## config.mk

```make
export PLATFORM = sky130hd
export DESIGN_NAME = stcm_queue
export DESIGN_NICKNAME = d
export VERILOG_FILES = /design/src/rtl/core/stcm_pkg.sv /design/src/rtl/core/stcm_queue.sv
export SDC_FILE = /design/constraint.sdc
export NUM_CORES = 1
export LEC_CHECK = 0
export BUFFER_PORTS_ARGS = -buffer_cell sky130_fd_sc_hd__clkbuf_2
export CORE_ASPECT_RATIO = 0.5
export CORE_MARGIN = 3
export CORE_UTILIZATION = 30
export CTS_CLUSTER_SIZE = 16
export DETAILED_ROUTE_END_ITERATION = 8
export PLACE_DENSITY_LB_ADDON = 0.05
export RECOVER_POWER = 50
export SETUP_SLACK_MARGIN = 0.2
export SKIP_LAST_GASP = 1
export SYNTH_ARGS = -nofsm -noshare
export SYNTH_HDL_FRONTEND = slang
export SYNTH_SLANG_ARGS = --single-unit
```

## constraint.sdc

```tcl
create_clock -name i_clk -period 5.4 [get_ports i_clk]
set_input_delay 0.81 -clock i_clk [delete_from_list [all_inputs] [get_ports i_clk]]
set_output_delay 0.81 -clock i_clk [all_outputs]
set_load 0.02 [all_outputs]
```

## src/rtl/core/stcm_pkg.sv

```systemverilog
`default_nettype none

package stcm_pkg;

    // Sizing of the block
    localparam int MAX_COLORS      = 256;
    localparam int LOG_TABLE_DEPTH = 1024;
    localparam int MAX_REPEAT      = 16;

    localparam int CIDX_W    = $clog2(MAX_COLORS);
    localparam int CNT_W     = $clog2(MAX_COLORS + 1);
    localparam int LOG_IDX_W = $clog2(LOG_TABLE_DEPTH);
    localparam int REP_W     = $clog2(MAX_REPEAT + 1);

    // Color index before the wrap, and the wrap pipeline split
    localparam int IDX_W       = 16;
    localparam int WRAP_BITS   = 2;
    localparam int WRAP_STAGES = IDX_W / WRAP_BITS;

    // Queue between front and back
    localparam int QDEPTH = 4;
    localparam int QPTR_W = $clog2(QDEPTH);

    // Log table: Q1.16 entries
    localparam int LOG_Q_W = 17;
    localparam logic [63:0] E10M1_Q16     = 64'd1443460926;
    localparam logic [63:0] LN2_DIV10_Q32 = 64'd297704447;

    // Mode bits
    localparam int MODE_LOG     = 0;
    localparam int MODE_REVERSE = 1;
    localparam int MODE_CMAP    = 2;

    // Input kinds
    localparam logic ACT_MAP   = 1'b0;
    localparam logic ACT_WRITE = 1'b1;

    typedef enum logic [2:0] {
        REG_LOW_CUT      = 3'd0,
        REG_HIGH_CUT     = 3'd1,
        REG_INDEX_GAIN   = 3'd2,
        REG_LOG_SPAN     = 3'd3,
        REG_DISPLAY_MODE = 3'd4,
        REG_COLOR_COUNT  = 3'd5,
        REG_REPEAT_COUNT = 3'd6
    } t_reg_idx;

    typedef struct packed {
        logic signed [31:0] low_cut;
        logic signed [31:0] high_cut;
        logic [31:0]        index_gain;
        logic [15:0]        log_span;
        logic [2:0]         display_mode;
        logic [8:0]         color_count;
        logic [4:0]         repeat_count;
    } t_cfg;

    // One queued item: offset for a sample, {index, red, green, blue} for a write
    typedef struct packed {
        logic        wr;
        logic [31:0] data;
    } t_item;

    typedef logic [LOG_Q_W-1:0] t_log_rom [LOG_TABLE_DEPTH];

    // log2 of a Q16 value x >= 1.0, Q16 result, truncated
    function automatic logic [63:0] log2_q16(input logic [63:0] x);
        int          n;
        logic [63:0] y;
        logic [63:0] r;
        n = 16;
        for (int j = 0; j < 14; j++) begin
            if (n < 30 && (x >> (n + 1)) != 64'd0) begin
                n = n + 1;
            end
        end
        y = x << (30 - n);
        r = 64'(n - 16) << 16;
        for (int i = 15; i >= 0; i--) begin
            y = (y * y) >> 30;
            if (y >= (64'd2 << 30)) begin
                y = y >> 1;
                r = r | (64'd1 << i);
            end
        end
        return r;
    endfunction

    function automatic logic [LOG_Q_W-1:0] log_entry(input int k);
        logic [63:0] x;
        logic [63:0] v;
        if (k >= LOG_TABLE_DEPTH - 1) begin
            return LOG_Q_W'(65536);
        end
        x = 64'd65536 + (64'(k) * E10M1_Q16) / 64'(LOG_TABLE_DEPTH - 1);
        v = (log2_q16(x) * LN2_DIV10_Q32 + (64'd1 << 31)) >> 32;
        return (v > 64'd65536) ? LOG_Q_W'(65536) : v[LOG_Q_W-1:0];
    endfunction

    function automatic t_log_rom build_log_rom();
        t_log_rom rom;
        for (int k = 0; k < LOG_TABLE_DEPTH; k++) begin
            rom[k] = log_entry(k);
        end
        return rom;
    endfunction

    localparam t_log_rom LOG_ROM = build_log_rom();

endpackage

`default_nettype wire

```

## src/rtl/core/stcm_queue.sv

```systemverilog
`default_nettype none

module stcm_queue
    import stcm_pkg::*;
(
    input  wire logic  i_clk,
    input  wire logic  i_rst_n,
    input  wire logic  i_push,
    input  wire t_item i_item,
    output logic       o_full,
    input  wire logic  i_pop,
    output logic       o_valid,
    output t_item      o_item
);

    t_item             r_mem [QDEPTH];
    logic [QPTR_W-1:0] r_wr_ptr;
    logic [QPTR_W-1:0] r_rd_ptr;
    logic [QPTR_W:0]   r_count;

    function automatic logic [QPTR_W-1:0] ptr_inc(input logic [QPTR_W-1:0] p);
        return (p == QPTR_W'(QDEPTH - 1)) ? '0 : p + 1'b1;
    endfunction

    assign o_full  = (r_count == (QPTR_W + 1)'(QDEPTH));
    assign o_valid = (r_count != '0);
    assign o_item  = r_mem[r_rd_ptr];

    always_ff @(posedge i_clk) begin
        if (!i_rst_n) begin
            r_wr_ptr <= '0;
            r_rd_ptr <= '0;
            r_count  <= '0;
        end else begin
            if (i_push) begin
                r_wr_ptr <= ptr_inc(r_wr_ptr);
            end
            if (i_pop) begin
                r_rd_ptr <= ptr_inc(r_rd_ptr);
            end
            if (i_push && !i_pop) begin
                r_count <= r_count + 1'b1;
            end else if (!i_push && i_pop) begin
                r_count <= r_count - 1'b1;
            end
        end
    end

    always_ff @(posedge i_clk) begin
        if (i_push) begin
            r_mem[r_wr_ptr] <= i_item;
        end
    end

endmodule

`default_nettype wire

```

==> flow_metrics.tcl, run 1 <==
set metrics [dict create \
    tightest_slew_ns 2.71 \
    netlist-cell-type-count 23 \
    gp_congestion 0.647 \
    core_sq_um 16800 \
    violations "max-capacitance violations, max-slew violations" \
    diodes 0 \
    slew_viol_final 34 \
    post_cts_resized 0 \
    grt_max_degree 34 \
    cp_slowest_cell "and2_0" \
    final_antenna_net_count 0 \
    clkLatencyLatePin_ns 0.42 \
    wl_mm 10.0 \
    clkSinkCount 141 \
    io_pins 72 \
    synth_area_per_cell_sq_um 24.3 \
    p_switching_mw 0.589 \
    finalCriticalPeriod_ns 3.01 \
    hold_viol_final 0 \
    power.share.sequential 0.458 \
    rsz0062_at_grt "no" \
    timing.setup.tns_ns 0 \
    finalCritPeriodShare 0.557 \
    clock_path_buffers 2 \
    drc 0 \
    synth_nets 261 \
    max_stage_delay_ns 1.99 \
    die_h_microns 99.7 \
    die_w_microns 193 \
    post-route-util 0.384 \
    port_buffers 71 \
    timing.rr.end "r_mem[2][30]" \
    r2r_start "r_wr_ptr[0]" \
    status "finished, violations left" \
    postCtsSetupBuffers 0 \
    drive_gt1_frac 0.325 \
    grt_pass1_vias 2607 \
    fin_nets 344 \
    fmax_mhz 332 \
    critPathTopFamily "simple AND/OR/NAND/NOR gates" \
    clockRootBuffer "clkbuf_16" \
    postCtsHoldBufs 0 \
    area_growth_pct 22.2 \
    grt_pass1_wl_mm 15.3 \
    rr_worst_depth 3 \
    post-dp-hpwl_mm 5.63 \
    ys_ff_latch 141 \
    routedWlPerCell_microns 18.7 \
    vias 2403 \
    num_rows 33 \
    path_clk_slew_ns 0.06 \
    switching_share 0.211 \
    criticalPathCategory "in -> reg" \
    firstDrtPassIters 4 \
    r2r_slack_ns 2.40 \
    seq_area_frac_synth 0.787 \
    leakagePower_nw 2.13 \
    synth-async-reset-ratio 0 \
    postSynthCellCount 217 \
    worstHoldPathType "reg -> reg" \
    antenna_found_initial 1 \
    synth_ff_type "edfxtp_1" \
    worst_hold_path.endpoint "r_count[2]" \
    max_slew_margin -0.811 \
    dieArea_sq_um 19300 \
    cp-start-kind "input port" \
    first_iter_violations 124 \
    skew_ns 0.00779 \
    synth_area_sq_um 5270 \
    grt.total_usage 0.110 \
    crit_fanout 33 \
    endpoint_kind "register" \
    synth-edff-count 132 \
    setup_violations 0 \
    cts_tree "built" \
    worst-endpoint-required_ns 5.37 \
    vias_per_cell 4.47 \
    p_int_mw 2.20 \
    min_delay_path_depth 2 \
    path_cells "clkbuf_2, and2_0" \
    power_density_nw_per_um2 433 \
    cts_made_buffers 17 \
    yosys_warnings 0 \
    pwr-share-comb 0.081 \
    p_clk_frac 0.461 \
    ir_drop_mv 0.229 \
    critPathBufInv 1 \
    start_util 0.314 \
    hp-start "r_count[2]" \
    htree_levels 4 \
    worstPathArrival_ns 2.98 \
    grt-ovfl-total 0 \
    drv_cap 1 \
]
==> layout by cell type (no fill, tap or decap), drive strengths merged <==
cell | netlist | routed
edfxtp | 132 | 132
clkbuf | 1 | 88
mux4 | 33 | 33
dfxtp | 9 | 9
ha | 6 | 6
bufinv | 0 | 6
clkinv | 0 | 6
nor2b | 5 | 5
and2 | 5 | 5
inv | 4 | 4
mux2i | 4 | 4
or3 | 2 | 2
nor3b | 1 | 1
xnor2 | 1 | 1
nor2 | 1 | 1
nor3 | 1 | 1
o21a | 1 | 1
xor2 | 1 | 1
o21ai | 1 | 1
a21boi | 1 | 1
fa | 1 | 1
clkinvlp | 0 | 1
buf | 7 | 1
==> metal layers <==
layer | GRT usage | part of all wire | wire, microns
met3 | 0.0413 | 0.048 | 480
met1 | 0.140 | 0.45 | 4550
met2 | 0.168 | 0.48 | 4870
met4 | 0.0516 | 0.013 | 134
met5 | 0 | 0.0013 | 13
==> cells in the mapped netlist (2+ instances only) <==
cell      number  share of area
buf_2          3         0.0028
and2_1         5         0.0059
mux4_1         3          0.015
edfxtp_1     132           0.75
buf_12         3          0.011
dfxtp_1        9          0.034
ha_1           6          0.014
nor2b_1        5         0.0059
or3_1          2         0.0024
inv_1          4         0.0028
mux4_2        30           0.13
mux2i_1        4         0.0076
==> how the worst max path moves through the flow <==
stage	to	start	slack (ns)	cells after the start
finish	r_mem[2][30]	i_push	2.39	2
global route	r_mem[2][30]	r_wr_ptr[0]	2.10	3
CTS	o_item[24]	register	2.30	3
detailed placement	o_item[24]	register	2.76	3
global placement	o_item[24]	register	2.75	3
floorplan	r_count[2]	i_pop	3.31	7
==> cells by family (layout without fill, tap and decap cells) <==
| logic type | after synthesis | after routing | share of synthesized area |
|---|---|---|---|
| AOI/OAI and AO/OA | 3 | 3 | 0.00380 |
| and+or+nand+nor | 15 | 15 | 0.0173 |
| xor gates and xnor gates | 2 | 2 | 0.00333 |
| adders and majority gates | 7 | 7 | 0.0181 |
| muxes | 37 | 37 | 0.151 |
| DFF | 141 | 141 | 0.787 |
| buffers and inverters | 12 | 106 | 0.0200 |
==> registers in the layout (all words and copies together), names as in the netlist, named ones only <==
name / count
r_rd_ptr: 2
r_wr_ptr: 2
r_count: 3
r_mem: 132
==> layout make-up <==
cell class	instances	area, sq um
repair buffers	72	320
clock buffers	17	425
clock inverters	13	223
multi-input cells	64	1020
fillers	1564	10300
well taps	227	284
inverters	4	15.0
flip-flops and latches	141	4150
==> power by group through the flow <==
stage	sequential, mW	combinational (mW)	clock, mW
2_1_floorplan	1.28	0.164	0
3_3_place_gp	1.30	0.233	0
3_5_place_dp	1.30	0.237	0
4_1_cts	1.28	0.238	1.32
5_1_grt	1.28	0.248	1.36
6_report	1.28	0.226	1.29
==> per-stage QoR <==
step	std cells	total power [mW]	instance area, sq um	setup WS, ns	hold WS (ns)
floorplan	217	1.45	5270	3.31	0.467
global placement	508	1.53	5830	2.75	0.486
detailed placement	508	1.54	5830	2.76	0.511
CTS	538	2.83	6480	2.30	0.521
global route	538	2.89	6440	2.10	0.572
finish	538	2.79	6440	2.39	0.519
(Power assumes the default switching activity.)
==> inputs of run 2 (changes only) <==
==> constraint.sdc (replaced) <==
create_clock -name i_clk -period 2.6 [get_ports i_clk]
set_input_delay 0.39 -clock i_clk [delete_from_list [all_inputs] [get_ports i_clk]]
set_output_delay 0.39 -clock i_clk [all_outputs]
set_load 0.02 [all_outputs]
==> run 2 against run 1 <==
Hold slack got worse by 0.29 ns. Largest power group is now sequential cells. Via count rose by 3.0%. The flow now finishes without violations. Critical endpoint is now o_item[31]. Combinational power rose by 120%. Register-to-register slack got worse by 2.0 ns.
==> flow_metrics.tcl, run 2 (synthesized netlist as in run 1, its figures left out) <==
set metrics [dict create \
    grt.total_usage 0.111 \
    criticalPathCategory "reg -> out" \
    port_buffers 71 \
    post-dp-hpwl_mm 6.34 \
    max_slew_margin 0.394 \
    area_growth_pct 23.3 \
    fin_nets 352 \
    core_sq_um 16800 \
    io_pins 72 \
    drive_gt1_frac 0.346 \
    wl_mm 10.1 \
    timing.setup.tns_ns 0 \
    htree_levels 4 \
    diodes 0 \
    dpl_cell_area_sq_um 5920 \
    num_rows 33 \
    grtUsageMet2 0.182 \
    final_antenna_net_count 0 \
    drc 0 \
    hold_viol_final 0 \
    finalWorstSetupSlack_ns 0.384 \
    multi_input_area_sq_um 1020 \
    grt_pass1_vias 2717 \
    setup_violations 0 \
    die_h_microns 99.7 \
    cts_made_buffers 17 \
    leakagePower_nw 2.16 \
    slew_viol_final 0 \
    regMostFlops "r_mem" \
    power_density_nw_per_um2 876 \
    ir_drop_mv 0.500 \
    dpl_worst_slack_ns 0.675 \
    cp-start-kind "register" \
    endpoint_kind "primary output" \
    cts_tree "built" \
    drv_cap 0 \
    clkSinkCount 141 \
    grt-ovfl-total 0 \
    first_iter_violations 125 \
    fin_area_sq_um 6490 \
    final_common_cell "edfxtp_1" \
    largest_reg_flops 132 \
    post-route-util 0.387 \
    dieArea_sq_um 19300 \
    r2r_slack_ns 0.41 \
    use_met1 0.137 \
    grt_pass1_wl_mm 15.6 \
    worst-endpoint-required_ns 2.21 \
    worstHoldPathType "in -> reg" \
    die_w_microns 193 \
    top_usage_layer "met2" \
    gp_congestion 0.651 \
    clock_path_buffers 2 \
    seq_area_sq_um 4150 \
    vias_per_cell 4.52 \
    fill_cells 1553 \
    status "finished clean" \
    routedWlPerCell_microns 18.4 \
    antenna_found_initial 1 \
    path_clk_slew_ns 0.06 \
    start_util 0.314 \
    final_cell_mix "132 x edfxtp_1, 38 x clkbuf_2, 35 x clkbuf_1" \
    postCtsHoldBufs 0 \
    skew_ns 0.00897 \
    clockRootBuffer "clkbuf_16" \
    max_stage_delay_ns 0.63 \
    grt_max_degree 34 \
    cp_slowest_cell "dfxtp_2" \
    met3_usage 0.0345 \
    worstPathArrival_ns 1.83 \
    finalCritPeriodShare 0.852 \
    top_regs "r_mem x132, r_count x3" \
    crit_fanout 21 \
    finalCriticalPeriod_ns 2.22 \
    vias 2475 \
    clkLatencyLatePin_ns 0.40 \
    rsz0062_at_grt "no" \
    firstDrtPassIters 5 \
    tightest_slew_ns 0.909 \
    path_cells "buf_12, mux4_2, clkbuf_2" \
    fmax_mhz 451 \
]
[run 2: area by class of cell]
| class | instances | area share |
|---|---|---|
| inverter | 4 | 0.00231 |
| tap | 227 | 0.0437 |
| multi-input combinational | 64 | 0.157 |
| clock buffer | 18 | 0.0661 |
| timing repair buffer | 80 | 0.0607 |
| sequential | 141 | 0.638 |
| clock inverter | 14 | 0.0316 |
[run 2: through the flow]
| stage | hold slack [ns] | cells | total power [mW] |
|---|---|---|---|
| finish | 0.231 | 548 | 5.69 |
| global route | 0.242 | 548 | 5.92 |
| CTS | 0.177 | 548 | 5.79 |
| detailed placement | 0.518 | 516 | 3.21 |
| global placement | 0.482 | 516 | 3.19 |
| floorplan | 0.467 | 217 | 3.01 |
[run 2: per-layer routing]
layer | part of all wire | up-vias | routed length (microns)
met1 | 0.44 | 1311 | 4440
met5 | 0.0013 | - | 13
met2 | 0.50 | 50 | 5000
li1 | - | 1093 | -
met3 | 0.046 | 19 | 461
met4 | 0.017 | 2 | 167
[run 2: power by group]
part / switching (mW) / internal, mW
clock: 0.931 / 1.63
sequential: 0.0395 / 2.60
combinational: 0.296 / 0.201
total: 1.27 / 4.42
[run 2: what timing repair did]
item	CTS	global route
setup buffers	0	0
resized for setup	0	1
endpoints found under the setup margin	0	6
[run 2: critical path: cells and delay by family, from the launching register on]
kind / cells / cell delay (ns)
buffers and inverters: 2 / 0.44
DFF: 1 / 0.63
muxes: 1 / 0.34
[run 2: worst paths after layout]
check	endpoint	depth (start not counted)	start
min reg2reg	register	2	r_rd_ptr[1]
max reg2reg	r_mem[2][8]	4	r_wr_ptr[0]
min	r_mem[0][28]	1	i_item[28]
max	o_item[31]	3	register
