===== config.mk =====
export PLATFORM = sky130hd
export DESIGN_NAME = stcm_front
export DESIGN_NICKNAME = d
export VERILOG_FILES = /design/src/rtl/core/stcm_pkg.sv /design/src/rtl/core/stcm_front.sv
export SDC_FILE = /design/constraint.sdc
export NUM_CORES = 1
export LEC_CHECK = 0
export BUFFER_PORTS_ARGS = -buffer_cell sky130_fd_sc_hd__buf_4
export CORE_MARGIN = 5
export CORE_UTILIZATION = 45
export DETAILED_ROUTE_END_ITERATION = 16
export PLACE_DENSITY = 0.79
export SLEW_MARGIN = 40
export SYNTH_ARGS = -nofsm -noshare
export SYNTH_HDL_FRONTEND = slang
export SYNTH_SLANG_ARGS = --single-unit

===== constraint.sdc =====
create_clock -name vclk -period 3.3
set_clock_uncertainty 0.15 [all_clocks]
set_input_delay 0.165 -clock vclk [all_inputs]
set_output_delay 0.165 -clock vclk [all_outputs]
set_load 0.005 [all_outputs]

===== src/rtl/core/stcm_pkg.sv =====
`default_nettype none

package stcm_pkg;

    // Sizing of the block
    localparam int MAX_COLORS      = 256;
    localparam int LOG_TABLE_DEPTH = 1024;
    localparam int MAX_REPEAT      = 16;

    localparam int CIDX_W    = $clog2(MAX_COLORS);
    localparam int CNT_W     = $clog2(MAX_COLORS + 1);
    localparam int LOG_IDX_W = $clog2(LOG_TABLE_DEPTH);
    localparam int REP_W     = $clog2(MAX_REPEAT + 1);

    // Color index before the wrap, and the wrap pipeline split
    localparam int IDX_W       = 16;
    localparam int WRAP_BITS   = 2;
    localparam int WRAP_STAGES = IDX_W / WRAP_BITS;

    // Queue between front and back
    localparam int QDEPTH = 4;
    localparam int QPTR_W = $clog2(QDEPTH);

    // Log table: Q1.16 entries
    localparam int LOG_Q_W = 17;
    localparam logic [63:0] E10M1_Q16     = 64'd1443460926;
    localparam logic [63:0] LN2_DIV10_Q32 = 64'd297704447;

    // Mode bits
    localparam int MODE_LOG     = 0;
    localparam int MODE_REVERSE = 1;
    localparam int MODE_CMAP    = 2;

    // Input kinds
    localparam logic ACT_MAP   = 1'b0;
    localparam logic ACT_WRITE = 1'b1;

    typedef enum logic [2:0] {
        REG_LOW_CUT      = 3'd0,
        REG_HIGH_CUT     = 3'd1,
        REG_INDEX_GAIN   = 3'd2,
        REG_LOG_SPAN     = 3'd3,
        REG_DISPLAY_MODE = 3'd4,
        REG_COLOR_COUNT  = 3'd5,
        REG_REPEAT_COUNT = 3'd6
    } t_reg_idx;

    typedef struct packed {
        logic signed [31:0] low_cut;
        logic signed [31:0] high_cut;
        logic [31:0]        index_gain;
        logic [15:0]        log_span;
        logic [2:0]         display_mode;
        logic [8:0]         color_count;
        logic [4:0]         repeat_count;
    } t_cfg;

    // One queued item: offset for a sample, {index, red, green, blue} for a write
    typedef struct packed {
        logic        wr;
        logic [31:0] data;
    } t_item;

    typedef logic [LOG_Q_W-1:0] t_log_rom [LOG_TABLE_DEPTH];

    // log2 of a Q16 value x >= 1.0, Q16 result, truncated
    function automatic logic [63:0] log2_q16(input logic [63:0] x);
        int          n;
        logic [63:0] y;
        logic [63:0] r;
        n = 16;
        for (int j = 0; j < 14; j++) begin
            if (n < 30 && (x >> (n + 1)) != 64'd0) begin
                n = n + 1;
            end
        end
        y = x << (30 - n);
        r = 64'(n - 16) << 16;
        for (int i = 15; i >= 0; i--) begin
            y = (y * y) >> 30;
            if (y >= (64'd2 << 30)) begin
                y = y >> 1;
                r = r | (64'd1 << i);
            end
        end
        return r;
    endfunction

    function automatic logic [LOG_Q_W-1:0] log_entry(input int k);
        logic [63:0] x;
        logic [63:0] v;
        if (k >= LOG_TABLE_DEPTH - 1) begin
            return LOG_Q_W'(65536);
        end
        x = 64'd65536 + (64'(k) * E10M1_Q16) / 64'(LOG_TABLE_DEPTH - 1);
        v = (log2_q16(x) * LN2_DIV10_Q32 + (64'd1 << 31)) >> 32;
        return (v > 64'd65536) ? LOG_Q_W'(65536) : v[LOG_Q_W-1:0];
    endfunction

    function automatic t_log_rom build_log_rom();
        t_log_rom rom;
        for (int k = 0; k < LOG_TABLE_DEPTH; k++) begin
            rom[k] = log_entry(k);
        end
        return rom;
    endfunction

    localparam t_log_rom LOG_ROM = build_log_rom();

endpackage

`default_nettype wire


===== src/rtl/core/stcm_front.sv =====
`default_nettype none

module stcm_front
    import stcm_pkg::*;
(
    input  wire logic        i_valid,
    input  wire logic [63:0] i_data,
    input  wire logic        i_kind,
    input  wire t_cfg        i_cfg,
    input  wire logic        i_full,
    output logic             o_ready,
    output logic             o_push,
    output t_item            o_item
);

    logic signed [31:0] sample;
    logic signed [32:0] diff_s;
    logic signed [32:0] diff_h;
    logic               s_gt_hi;
    logic               s_gt_lo;
    logic               hi_gt_lo;
    logic [31:0]        offset;

    assign o_ready = !i_full;
    assign o_push  = i_valid && !i_full;

    // Clip and subtract in parallel, then pick
    always_comb begin
        sample   = signed'(i_data[31:0]);
        diff_s   = {sample[31], sample} - {i_cfg.low_cut[31], i_cfg.low_cut};
        diff_h   = {i_cfg.high_cut[31], i_cfg.high_cut} - {i_cfg.low_cut[31], i_cfg.low_cut};
        s_gt_hi  = sample > i_cfg.high_cut;
        s_gt_lo  = sample > i_cfg.low_cut;
        hi_gt_lo = i_cfg.high_cut > i_cfg.low_cut;
        if (s_gt_hi) begin
            offset = hi_gt_lo ? diff_h[31:0] : '0;
        end else begin
            offset = s_gt_lo ? diff_s[31:0] : '0;
        end
        o_item.wr   = (i_kind == ACT_WRITE);
        // writes are packed index first, then red, green, blue
        o_item.data = (i_kind == ACT_WRITE) ?
                      {i_data[39:32], i_data[47:40], i_data[55:48], i_data[63:56]} : offset;
    end

endmodule

`default_nettype wire


==> results of run 1 <==
through the flow:
stage / hold WS, ns / util / TNS, ns / total power, mW / instances
after detailed placement: 0.415 / 0.647 / -0.602 / 1.40 / 1117
after CTS: 0.415 / 0.658 / -0.00959 / 1.45 / 1120
final: 0.412 / 0.693 / 0 / 1.58 / 1125
after floorplan: 0.207 / - / 0 / 0.813 / 740
after global placement: 0.409 / 0.647 / -0.147 / 1.38 / 1117
after global routing: 0.425 / 0.693 / -0.769 / 1.71 / 1125
metal layers:
metal,GRT usage,share of wire,vias to the layer above
met3,0.0289,0.082,36
met1,0.354,0.43,2972
met5,0,0.00038,-
met2,0.434,0.47,279
li1,-,-,3209
met4,0.0360,0.018,2
what timing repair did:
action | in CTS | in global routing
buffers inserted | 3 | 5
resized for setup | 16 | 81
pin swaps | 8 | 35
endpoints found under the setup margin | 24 | 32
layout make-up:
class                      count  area [sq um]  area share
multi-input combinational    621          4860       0.650
inverter                      95           364      0.0487
timing repair buffer         269          2080       0.278
tap                          140           175      0.0234
how the worst max path moves through the flow:
stage / endpoint / cells after the start / from
after global placement: o_item[19] / 14 / i_data[14]
after detailed placement: o_item[28] / 15 / i_data[0]
after global routing: o_item[28] / 15 / i_data[0]
after floorplan: o_item[28] / 13 / i_data[0]
after CTS: o_item[20] / 15 / i_data[1]
final: o_item[28] / 15 / i_data[0]
logic make-up after synthesis:
group / Yosys count / share of synthesized area
AO/OA/AOI/OAI: 270 / 0.363
XOR/XNOR: 50 / 0.0884
adder cells (fa/ha/maj): 98 / 0.251
buffers and inverters: 119 / 0.0947
multiplexers: 2 / 0.00429
AND/OR/NAND/NOR: 201 / 0.199
worst max-delay path: cells and delay by family:
family | cells | cell delay [ns]
compound gates | 7 | 1.42
fa+ha+maj | 2 | 0.38
buf+inv | 4 | 0.30
simple gates | 2 | 0.70
synthesized netlist by cell type (13+ instances only):
| cell type | instances |
|---|---|
| nand2_1 | 67 |
| xnor2_1 | 29 |
| a21o_1 | 24 |
| a21oi_1 | 81 |
| inv_1 | 94 |
| nor2_1 | 35 |
| xor2_1 | 21 |
| nor3_1 | 13 |
| a31oi_1 | 15 |
| ha_1 | 96 |
| nand4_1 | 22 |
| nand3_1 | 20 |
| o21ai_0 | 49 |
| a22oi_1 | 13 |
power breakdown:
| group | internal [mW] | leakage, nW | switching [mW] |
|---|---|---|---|
| registers | 0 | 0 | 0 |
| logic | 0.770 | 3.75 | 0.808 |
| clock network | 0 | 0 | 0 |
| total | 0.770 | 3.75 | 0.808 |
==> impl_metrics.ini, run 1 <==
[status]
status = completed

[synthesis]
synth_warnings = 0
ys_seq_area_frac = 0
synthesis.nets = 1034
syn-cell-area_sq_mm = 0.00495
synth.top_cell.area_share = 0.242
syn_inst = 740
synth_area_leaders = ha_1 (24%), a21oi_1 (8.2%), inv_1 (7.1%)
yosysUniqueCellTypes = 69
avgSynthCellArea_sq_um = 6.69
yosys.area.top_type = ha_1

[route]
via_per_inst = 5.78
dr.pass1.iters = 5
num_vias = 6498
drt-wirelength-per-cell_um = 16.5
drc = 0
drt-initial-drc-count = 524
wirelength_um = 18600
drtAntennaViolNets = 0

[critical_path]
cp-end-kind = primary output
crit_chain = buf_6, inv_4, ha_4, inv_2, fa_2, a21oi_4, o211ai_1, a22oi_2, a21oi_2, a31oi_2, a211o_1, nor2_4, or4b_4, a32oi_1, buf_4
crit_arrival_ns = 2.96
criticalPathCategory = input port to primary output
start_kind = input port
cp_max_fo = 6
cp_slowest_cell = or4b_4
max_stage_delay_ns = 0.50
required_ns = 2.98

[global_route]
grt_pass1_vias = 6094
gr-usage-all-layers = 0.255
grt_start_max_net_pins = 33
overflow = 0
grt_antenna_before_repair = 1
grt_pass1_wl_um = 28400

[floorplanning]
placement_rows = 38
coreArea_sq_mm = 0.0108
initial_core_util = 0.459
die_h_um = 115
dieWidth_um = 115
fp.dieArea_sq_mm = 0.0132
io_pins = 231

[sta]
finalMaxSlewViolations = 0
rsz0062_at_grt = yes
setup_slack_ns = 0.0235
fin_crit_sh = 0.993
setup_viol = 0
hold_viol = 0
fin_crit_ns = 3.28
slew_headroom = 0.598
tightest_slew_ns = 0.588
max_clock_freq_ghz = 0.305

[finish]
fillers = 922
register_area_sq_um = 0
synthToLayoutAreaGrowth_pct = 50.9
seq_cells = 0
clock_buffers = 0
mostFrequentLayoutCell = buf_4
final_nets = 1281
final_cell_area_sq_mm = 0.00748
mostFrequentLayoutCells = buf_4 (256), ha_1 (86), inv_1 (85), a21oi_1 (75), nand2_1 (65)
diodes = 0
layout-drive-gt1-share = 0.344

[worst_hold_path]
hp-start = i_full
worstHoldPathCells = 3
min_to = o_ready
min_path_type = input port to primary output

[placed_design]
dpl-instance-area_sq_mm = 0.00699
numPortBuffers = 166
gp_congestion = 0.941
dpl_worst_slack_ns = -0.145
dpl.hpwl_um = 15600

[power_and_ir_drop]
powerDensity_mw_per_mm2 = 211
ir_drop_uv = 129
leakage_nw = 3.75

[clocking]
cts_hold_buf = 0

[job]
cap_viol_max_count = 0
(Power assumes the default switching activity.)
==> run 2: changes to the inputs <==
--- a/config.mk
+++ b/config.mk
@@ -9,7 +9,9 @@
 export CORE_MARGIN = 5
 export CORE_UTILIZATION = 45
 export DETAILED_ROUTE_END_ITERATION = 16
+export GPL_TIMING_DRIVEN = 0
 export PLACE_DENSITY = 0.79
+export RECOVER_POWER = 50
 export SLEW_MARGIN = 40
 export SYNTH_ARGS = -nofsm -noshare
 export SYNTH_HDL_FRONTEND = slang
==> impl_metrics.ini, run 2 (same netlist as run 1, synthesis figures left out) <==
[placed_design]
dpl_worst_slack_ns = -0.731
numPortBuffers = 166
dpl.hpwl_um = 15200
dpl-instance-area_sq_mm = 0.00637
gp_congestion = 0.956

[critical_path]
crit_arrival_ns = 3.08
max_stage_delay_ns = 0.48
cp_top_family = compound AO/OA/AOI/OAI gates
crit_buf_inv = 4
start_kind = input port
cpMostUsedCell = a21oi_4
crit_chain = buf_6, inv_4, ha_4, inv_2, fa_2, a21oi_4, o211ai_1, a22oi_2, a21oi_4, a31oi_4, a211o_1, nor2_4, or4b_4, a32oi_2, buf_4
cp_max_fo = 6
cp_slowest_cell = or4b_4
cp-end-kind = primary output
criticalPathCategory = input port to primary output
required_ns = 2.98

[finish]
diodes = 0
mostFrequentLayoutCells = buf_4 (203), inv_1 (90), ha_1 (77), a21oi_1 (76), nand2_1 (66)
final_cell_area_sq_mm = 0.00729
seq_cells = 0
final_nets = 1235
synthToLayoutAreaGrowth_pct = 47.2
final_util = 0.676
clock_buffers = 0
mostFrequentLayoutCell = buf_4
layout-drive-gt1-share = 0.318
register_area_sq_um = 0

[sta]
setup_slack_ns = -0.0950
fin_crit_ns = 3.40
hold_viol = 0
fin_crit_sh = 1.03
setup_viol = 6
rsz0062_at_grt = yes
finalMaxSlewViolations = 0
max_clock_freq_ghz = 0.295
slew_headroom = 0.500
tightest_slew_ns = 0.750

[clocking]
cts_hold_buf = 0

[floorplanning]
coreArea_sq_mm = 0.0108
die_h_um = 115
fp.dieArea_sq_mm = 0.0132
placement_rows = 38
io_pins = 231
initial_core_util = 0.459
dieWidth_um = 115

[global_route]
grt_pass1_vias = 5731
overflow = 0
grt_start_max_net_pins = 11
grt_pass1_wl_um = 28600
gr-usage-all-layers = 0.264
grt_antenna_before_repair = 0

[status]
status = finished with violations
violations = setup timing

[worst_hold_path]
min_path_type = input port to primary output

[route]
num_vias = 6393
via_per_inst = 5.92
drc = 0
drt-initial-drc-count = 524
dr.pass1.iters = 5
wirelength_um = 19400
drt-wirelength-per-cell_um = 18.0
drtAntennaViolNets = 0

[power_and_ir_drop]
ir_drop_uv = 139
leakage_nw = 3.54
powerDensity_mw_per_mm2 = 215
power.total_mw = 1.57

[job]
cap_viol_max_count = 0
[run 2: cell types whose count changed in the layout (fill, tap and decap cells not counted), moves of 5 or more]
cell      previous run  this run
buf_4              256       203
ha_1                86        77
ha_4                 8        14
buf_6               11         6
clkbuf_1             0         5
inv_1               85        90
[run 2: worst paths after layout]
check      start          to  depth (start not counted)
max    i_data[0]  o_item[28]                         15
min       i_full     o_ready                          3
[run 2: through the flow]
| step | cells | hold slack, ns | TNS [ns] |
|---|---|---|---|
| global placement | 1046 | 0.410 | -8.98 |
| floorplan | 740 | 0.207 | 0 |
| global route | 1079 | 0.437 | -2.29 |
| finish | 1079 | 0.416 | -0.158 |
| detailed placement | 1046 | 0.418 | -9.84 |
| CTS | 1068 | 0.419 | 0 |
[run 2: power breakdown]
part,internal [mW],leakage (nW),total (mW),switching (mW)
registers,0,0,0,0
clock network,0,0,0,0
logic,0.737,3.54,1.57,0.832
total,0.737,3.54,1.57,0.832
[run 2: metal layers]
layer,vias to the layer above,track usage,routed length (um),part of all wire
li1,3117,-,-,-
met1,2894,0.369,8160,0.42
met2,348,0.435,8870,0.46
met3,34,0.0432,1980,0.10
met4,0,0.0399,416,0.021
met5,-,0,0,0
[run 2: timing repair]
action,in CTS,in global routing
endpoints found under the hold margin,0,0
gates cloned,0,0
buffers inserted,26,13
setup endpoints to repair,32,32
pin swaps,25,36
gates resized for setup,75,56
[run 2: final cells by class]
class                           count  area [sq um]
Inverter                           95           362
Timing Repair Buffer              205          1550
Fill cell                         913          3500
Buffer                             18           139
Tap cell                          140           175
Multi-Input combinational cell    621          5070
==> run 3: changes to the inputs <==
--- a/config.mk
+++ b/config.mk
@@ -16,3 +16,4 @@
 export SYNTH_ARGS = -nofsm -noshare
 export SYNTH_HDL_FRONTEND = slang
 export SYNTH_SLANG_ARGS = --single-unit
+export TNS_END_PERCENT = 5
==> impl_metrics.ini, run 3 (same netlist as run 1, synthesis figures left out) <==
[floorplanning]
io_pins = 231
die_h_um = 115
placement_rows = 38
dieWidth_um = 115
fp.dieArea_sq_mm = 0.0132
initial_core_util = 0.459
coreArea_sq_mm = 0.0108

[global_route]
overflow = 0
grt_pass1_vias = 5715
grt_start_max_net_pins = 11
grt_antenna_before_repair = 0
grt_pass1_wl_um = 28400
gr-usage-all-layers = 0.261

[route]
via_per_inst = 5.93
dr.pass1.iters = 6
drtAntennaViolNets = 0
drc = 0
drt-wirelength-per-cell_um = 17.9
wirelength_um = 19200
drt-initial-drc-count = 567
num_vias = 6365

[status]
status = finished with violations
violations = setup timing

[worst_hold_path]
worstHoldPathCells = 3
min_path_type = input port to primary output

[sta]
rsz0062_at_grt = yes
setup_viol = 3
max_clock_freq_ghz = 0.296
setup_slack_ns = -0.0765
finalMaxSlewViolations = 0
fin_crit_sh = 1.02
slew_headroom = 0.463
hold_viol = 0
fin_crit_ns = 3.38
tightest_slew_ns = 0.806

[finish]
fillers = 941
diodes = 0
synthToLayoutAreaGrowth_pct = 44.1
multi_input_area_sq_mm = 0.00496
final_nets = 1230
final_cells = 1074
seq_cells = 0
final_util = 0.661
clock_buffers = 0
register_area_sq_um = 0
mostFrequentLayoutCell = buf_4
layout-drive-gt1-share = 0.314
mostFrequentLayoutCells = buf_4 (200), inv_1 (91), ha_1 (79), a21oi_1 (75), nand2_1 (65)

[power_and_ir_drop]
leakage_nw = 3.50
p_clk_frac = 0
powerDensity_mw_per_mm2 = 213
p_switching_mw = 0.807
sw_frac_of_total = 0.530
combPwrFrac = 1.000
ir_drop_uv = 140
p_int_mw = 0.715
pwr-share-seq = 0

[job]
cap_viol_max_count = 0

[placed_design]
dpl_worst_slack_ns = -0.731
dp_cells = 1046
dpl.hpwl_um = 15200
gp_congestion = 0.956
numPortBuffers = 166

[critical_path]
max_stage_delay_ns = 0.48
required_ns = 2.98
start_kind = input port
cp-end-kind = primary output
cp_slowest_cell = or4b_4
cp.depth = 12
cp_max_fo = 6
crit_buf_inv = 3
crit_arrival_ns = 3.06
cp_top_family = simple AND/OR/NAND/NOR gates
crit_chain = buf_4, ha_1, nand4_1, nor4_4, o41a_1, or3_4, a22oi_2, buf_6, nor2_4, or4b_4, a32oi_2, buf_4
criticalPathCategory = input port to primary output
cpMostUsedCell = buf_4
-- run 3: cell types whose count changed in the layout (fill, tap and decap cells not counted), sizes merged --
cell	delta
buf	-5
-- run 3: layout make-up --
cell class | count | share of cell area
multi-input cells | 621 | 0.695
well taps | 140 | 0.0245
plain buffers | 18 | 0.0179
repair buffers | 200 | 0.212
inverters | 95 | 0.0503
-- run 3: worst min-delay path: cells and delay by family --
family	cells	cell delay, ns
buffers and inverters	3	0.23
-- run 3: power by group through the flow --
| stage | registers [mW] | logic (mW) | clock network (mW) |
|---|---|---|---|
| finish | 0 | 1.52 | 0 |
| global route | 0 | 1.64 | 0 |
| CTS | 0 | 1.42 | 0 |
| detailed placement | 0 | 1.27 | 0 |
| global placement | 0 | 1.25 | 0 |
| floorplan | 0 | 0.813 | 0 |
-- run 3: path summary, 6_finish.rpt --
check             startpoint          to
hold / removal        i_full     o_ready
setup / recovery  i_data[31]  o_item[28]
-- run 3: repair_timing --
item                                   CTS  global route
buffers inserted                        25             9
hold buffers                             0             0
endpoints found under the hold margin    0             0
resized for setup                       71            47
pin swaps                               26            28
setup endpoints to repair               32            32
-- run 3: through the flow --
step	power [mW]	hold WS, ns	instance area [sq um]	TNS [ns]
after detailed placement	1.27	0.418	6370	-9.84
after floorplan	0.813	0.207	4950	0
after CTS	1.42	0.419	6920	-0.0158
after global routing	1.64	0.437	7140	-1.46
final	1.52	0.416	7140	-0.126
after global placement	1.25	0.410	6370	-8.98
-- run 3: per-layer routing --
layer | global-route usage | vias to the layer above | part of all wire
li1 | - | 3101 | -
met1 | 0.367 | 2889 | 0.42
met2 | 0.428 | 339 | 0.45
met3 | 0.0400 | 36 | 0.10
met4 | 0.0462 | 0 | 0.025
met5 | 0 | - | 0
